$ cat src/pmht_pkg.sv
// ----------------------------------------------------------------------------
// pmht_pkg
// Shared widths, codes and defaults of the pair matching hash table.
// ----------------------------------------------------------------------------
package pmht_pkg;

	// Fixed field widths of the channels
	localparam int KEY_W     = 31;
	localparam int IN_TAG_W  = 16;
	localparam int OUT_TAG_W = 16;
	localparam int STATUS_W  = 2;
	localparam int CFG_W     = 11;

	// Parameter defaults
	localparam int DEF_MAX_BUCKETS = 1024;
	localparam int DEF_SLOTS       = 8;
	localparam int DEF_TAG_BITS    = 16;

	// Bucket count after reset
	localparam logic [CFG_W-1:0] CFG_RESET = CFG_W'(1024);

	// Hash 77*key + 2222 stays below 2^38; round up to whole digits
	localparam int DIGIT_W = 4;
	localparam int HASH_W  = 40;
	localparam int NDIG    = HASH_W / DIGIT_W;
	localparam logic [HASH_W-1:0] HASH_MUL = HASH_W'(77);
	localparam logic [HASH_W-1:0] HASH_ADD = HASH_W'(2222);

	// Result status codes
	localparam logic [STATUS_W-1:0] ST_MATCHED  = 2'd0;
	localparam logic [STATUS_W-1:0] ST_INSERTED = 2'd1;
	localparam logic [STATUS_W-1:0] ST_FULL     = 2'd2;
	localparam logic [STATUS_W-1:0] ST_INVALID  = 2'd3;

endpackage

$ cat src/pmht_mod.sv
// ----------------------------------------------------------------------------
// pmht_mod
// Digit-serial remainder unit: one DIGIT_W-bit digit of the dividend a cycle.
// ----------------------------------------------------------------------------
module pmht_mod #(
	parameter int NW = 11
) (
	input  logic                        clk,
	input  logic                        arst_n,
	input  logic                        start,
	input  logic [pmht_pkg::HASH_W-1:0] dividend,
	input  logic [NW-1:0]               divisor,
	output logic                        done,
	output logic [NW-1:0]               rem
);
	import pmht_pkg::*;

	localparam int CW = $clog2(NDIG);
	localparam int TW = NW + DIGIT_W;

	logic              busy_q;
	logic              done_q;
	logic [CW-1:0]     cnt_q;
	logic [HASH_W-1:0] dvd_q;
	logic [NW-1:0]     div_q;
	logic [NW-1:0]     rem_q;
	logic [NW-1:0]     rem_nxt;

	// Restoring reduction of {rem, digit} (below 2^DIGIT_W times the divisor)
	always_comb begin
		logic [TW-1:0] t;
		logic [TW-1:0] sub;
		t = {rem_q, dvd_q[HASH_W-1 -: DIGIT_W]};
		for (int j = DIGIT_W - 1; j >= 0; j--) begin
			sub = TW'(div_q) << j;
			if (t >= sub) begin
				t = t - sub;
			end
		end
		rem_nxt = t[NW-1:0];
	end

	always_ff @(posedge clk or negedge arst_n) begin
		if (!arst_n) begin
			busy_q <= 1'b0;
			done_q <= 1'b0;
			cnt_q  <= '0;
		end else begin
			done_q <= 1'b0;
			if (start) begin
				busy_q <= 1'b1;
				cnt_q  <= CW'(NDIG - 1);
			end else if (busy_q) begin
				if (cnt_q == '0) begin
					busy_q <= 1'b0;
					done_q <= 1'b1;
				end else begin
					cnt_q <= cnt_q - 1'b1;
				end
			end
		end
	end

	always_ff @(posedge clk) begin
		if (start) begin
			dvd_q <= dividend;
			div_q <= divisor;
			rem_q <= '0;
		end else if (busy_q) begin
			dvd_q <= dvd_q << DIGIT_W;
			rem_q <= rem_nxt;
		end
	end

	assign done = done_q;
	assign rem  = rem_q;

endmodule
$ cat config.mk
export PLATFORM = sky130hd
export DESIGN_NAME = pmht_mod
export DESIGN_NICKNAME = d
export VERILOG_FILES = /design/src/pmht_pkg.sv /design/src/pmht_mod.sv
export SDC_FILE = /design/constraint.sdc
export NUM_CORES = 1
export LEC_CHECK = 0
export BUFFER_PORTS_ARGS = -buffer_cell sky130_fd_sc_hd__buf_2
export CAP_MARGIN = 20
export CORE_UTILIZATION = 25
export CTS_CLUSTER_DIAMETER = 40
export CTS_CLUSTER_SIZE = 16
export DETAILED_ROUTE_END_ITERATION = 6
export GPL_TIMING_DRIVEN = 0
export SETUP_SLACK_MARGIN = 0.5
export SYNTH_ARGS = -nofsm -noshare
export SYNTH_HDL_FRONTEND = slang
export SYNTH_SLANG_ARGS = --single-unit
$ cat constraint.sdc
create_clock -name clk -period 9.8 [get_ports clk]
set_input_delay 1.96 -clock clk [delete_from_list [all_inputs] [get_ports clk]]
set_output_delay 1.96 -clock clk [all_outputs]
set_load 0.01 [all_outputs]
==> impl_results.md <==
- Arithmetic-cell share of the synthesized area counting full adders, half adders and majority gates: 12.0%
- Number of clock buffers inserted by TritonCTS: 9
- Clock-pin slew on the worst setup and hold paths: 0.06 ns
- Yosys warning total: 0
- Horiz. Die Dim: 150 µm
- Average wire length per cell after detail routing: 15.4 µm
- Initial standard-cell utilization of the core: 25.7%
- Post-placement cell area: 6150 µm²
- RR Startpoint: div_q[0]$_DFFE_PP_
- Global-route usage over all layers: 12.7%
- Setup CP Type: reg2reg
- Crit path from: div_q[0]$_DFFE_PP_
- Final max-slew violation count: 0
- MaxCap Viol Count: 0
- Final net count: 729
- Compound-gate portion of the synthesized area: 18.5%
- Later-pin clock latency in the skew report: 0.33 ns
- Post-Syn Instances: 541
- Setup-failing EPs final: 0
- Maximum fanout along the worst path: 10
- DRC violations left: 0
- Longest Clk Path Bufs: 2
- Multiplexer share of the synthesized area: 11.9%
- Yosys reg bits: 68
- Required time at the worst-slack endpoint: 9.98 ns
- Async set-or-reset flop fraction in the synthesized netlist: 8.82%
- IO buf count: 65
- First-pass GRT wire length: 22100 µm
- Floorplan core area: 21300 µm²
- Avg Synthesized Cell Area: 10.1 µm²
- Number of vias after detailed routing: 4377
- Achievable frequency: 113 MHz
- Arr. time, crit path: 9.00 ns
- Top FF cell, synth: sky130_fd_sc_hd__edfxtp_1
- Worst slew margin relative to its limit: 39.0%
- Crit path capture type: flip-flop
- Via density per instance: 4.84
- Initial antenna violation count: 1
- Area of the multi-input gates: 3480 µm²
- Total Routed Length: 13900 µm
- Fraction of the yosys area taken by sequential cells: 34.7%
- RePlAce Congestion: 0.848
- Fillcell total: 2189
- Fraction of final layout cells sized beyond drive strength 1: 31.1%
- Grt total ovfl: 0
- Xor/xnor share of the synthesized area: 5.59%
- Die Footprint: 22500 µm²
- Clock Skews: 0.00478 ns
- Unrepaired setup endpoints after global routing: no
- Result of the run: completed
- CP max-delay cell: sky130_fd_sc_hd__or4b_1
- Number of global-route vias before repair: 4322
- Simple-gate share of the synthesized area: 13.5%
- Hold-fix buffer count after cts: 0
- Worst-margin pin slew: 0.915 ns
- Unique masters post-synth: 67
- Crit path time final: 8.82 ns
- Hold Path Class: reg2reg
- Worst Min Path Start: cnt_q[3]$_DFFE_PN0P_
- Number of flops mapped to enable cells by yosys: 51
- Largest family of logic cells by synthesized area: compound AO/OA/AOI/OAI gates
- Number of placed I/O pins: 66
- # H-tree levels: 3
- TritonCTS clock tree: done
- Number of failing hold endpoints at the final stage: 0
- Maximum number of pins on one net before global-route repair: 41
- Max stage delay on crit path: 0.51 ns
- P&R area growth vs syn: 21.0%
- Top cell type's share of synthesized area: 28.0%
- Register cell area after layout: 1900 µm²
- Sink count of the clock tree: 68
- DRC violation total after the first TritonRoute iteration: 228
- Share of the clock period used by the worst path: 90.0%
- Library cell with the largest summed area after synthesis: sky130_fd_sc_hd__edfxtp_1
- Netlist area before placement: 5480 µm²
- Launching element type of the critical path: flip-flop
- Detailed Place HPWL: 10900 µm
- Synth Net Count: 645
- Number of placement rows: 53
- Total non-filler cell area in the finished layout: 6630 µm²
- Cell types with the largest area share after synthesis: sky130_fd_sc_hd__edfxtp_1 28%, sky130_fd_sc_hd__mux2_2 11%, sky130_fd_sc_hd__ha_1 11%
- Final antenna-violating net count: 0
- Clock tree root driver cell: sky130_fd_sc_hd__clkbuf_16
- Number of detailed-route iterations in the first pass: 5
- Antenna cell count: 0
- Chip Height: 150 µm
- Total Negative Setup Slacks: 0 ns
-- state kept, by name (all words and copies together) (netlist names) --
name    cells
busy_q      1
done        1
rem        11
dvd_q      40
div_q      11
cnt_q       4
-- path summary, 6_finish.rpt --
kind	depth (start not counted)	end	slack [ns]
min in group asynchronous	1	busy_q$_DFF_PN0_	1.44
max in group asynchronous	1	done$_DFF_PN0_	8.22
min reg2reg	2	cnt_q[3]$_DFFE_PN0P_	0.54
min	2	cnt_q[3]$_DFFE_PN0P_	0.54
max	42	rem[10]$_SDFFE_PP0P_	0.98
max reg2reg	42	rem[10]$_SDFFE_PP0P_	0.98
-- through the flow --
step / cells / setup WS [ns] / hold WS, ns / util [%]
finish: 905 / 0.976 / 0.535 / 31.1
detailed placement: 881 / -0.883 / 0.519 / 28.9
floorplan: 541 / 1.04 / 0.493 / -
global placement: 881 / -0.919 / 0.515 / 28.9
CTS: 901 / 0.525 / 0.538 / 30.8
global route: 905 / 0.485 / 0.554 / 31.1
-- Yosys cell counts (6+ instances only) --
master	instances
sky130_fd_sc_hd__nand2_1	24
sky130_fd_sc_hd__nor3_1	11
sky130_fd_sc_hd__mux2_2	55
sky130_fd_sc_hd__a21o_1	20
sky130_fd_sc_hd__o21bai_1	7
sky130_fd_sc_hd__nor2_1	40
sky130_fd_sc_hd__inv_1	34
sky130_fd_sc_hd__a311oi_2	6
sky130_fd_sc_hd__nor4_1	7
sky130_fd_sc_hd__o21ai_0	19
sky130_fd_sc_hd__edfxtp_1	51
sky130_fd_sc_hd__a21oi_1	41
sky130_fd_sc_hd__o21ai_1	7
sky130_fd_sc_hd__ha_1	46
sky130_fd_sc_hd__xnor2_1	24
sky130_fd_sc_hd__nand4_1	7
sky130_fd_sc_hd__xor2_1	11
sky130_fd_sc_hd__dfxtp_1	11
sky130_fd_sc_hd__nand3_1	14
sky130_fd_sc_hd__and2_1	6
sky130_fd_sc_hd__dfrtp_1	6
-- repair_timing --
item	4_1_cts	5_1_grt
resized for setup	16	17
buffers inserted	4	4
pin swaps	2	9
endpoints found under the setup margin	11	11
-- layer usage --
| layer | vias to the layer above | wire length [µm] | track usage, % |
|---|---|---|---|
| met5 | - | 13 | 0 |
| met4 | 2 | 239 | 3.99 |
| met3 | 16 | 473 | 2.47 |
| met2 | 83 | 6950 | 22.5 |
| met1 | 2077 | 6240 | 15.5 |
| li1 | 2199 | - | - |
-- worst max-delay path, delay by kind of cell, from the launching register on --
kind	cells	cell delay, ns
and+or+nand+nor	13	2.63
muxes	2	0.55
DFF	1	0.39
buffers and inverters	5	0.86
AOI/OAI and AO/OA	18	3.00
adders and majority gates	4	1.22
-- cells by family after synthesis --
group	Yosys count
AO/OA/AOI/OAI	139
XOR/XNOR	35
adder cells (fa/ha/maj)	50
buffers and inverters	50
flip-flops	68
multiplexers	58
AND/OR/NAND/NOR	141
-- cells in the final DEF, fill, tap and decap left out, types with 3 or more instances in the layout --
master,count
sky130_fd_sc_hd__buf_2,66
sky130_fd_sc_hd__mux2_2,55
sky130_fd_sc_hd__edfxtp_1,51
sky130_fd_sc_hd__ha_1,45
sky130_fd_sc_hd__nor2_1,40
sky130_fd_sc_hd__a21oi_1,37
sky130_fd_sc_hd__inv_1,32
sky130_fd_sc_hd__xnor2_1,24
sky130_fd_sc_hd__nand2_1,23
sky130_fd_sc_hd__a21o_1,20
sky130_fd_sc_hd__o21ai_0,14
sky130_fd_sc_hd__nand3_1,14
sky130_fd_sc_hd__xor2_1,11
sky130_fd_sc_hd__dfxtp_1,11
sky130_fd_sc_hd__nor3_1,10
sky130_fd_sc_hd__o21ai_1,10
sky130_fd_sc_hd__buf_4,10
sky130_fd_sc_hd__clkbuf_16,9
sky130_fd_sc_hd__nand4_1,7
sky130_fd_sc_hd__o21bai_1,7
sky130_fd_sc_hd__a21oi_2,6
sky130_fd_sc_hd__and2_1,6
sky130_fd_sc_hd__a311oi_2,6
sky130_fd_sc_hd__dfrtp_1,6
sky130_fd_sc_hd__nand2b_1,5
sky130_fd_sc_hd__clkbuf_1,5
sky130_fd_sc_hd__nor4_1,5
sky130_fd_sc_hd__buf_1,5
sky130_fd_sc_hd__nor4_2,4
sky130_fd_sc_hd__o21a_1,4
sky130_fd_sc_hd__fa_1,4
sky130_fd_sc_hd__a211oi_1,3
sky130_fd_sc_hd__nand3b_1,3
sky130_fd_sc_hd__o211ai_1,3
sky130_fd_sc_hd__buf_6,3
sky130_fd_sc_hd__nor2b_1,3
sky130_fd_sc_hd__clkinvlp_4,3
sky130_fd_sc_hd__a2111oi_2,3
-- layout make-up --
class,instances,area share (%)
Clock inverter,6,0.963
Clock buffer,10,3.45
Timing Repair Buffer,73,5.81
Inverter,34,1.98
Buffer,16,1.43
Multi-Input combinational cell,423,52.5
Tap cell,275,5.19
Sequential cell,68,28.7
Power is not shown: default switching activity piles up to over one toggle a cycle in this logic, so the estimate is an artifact.
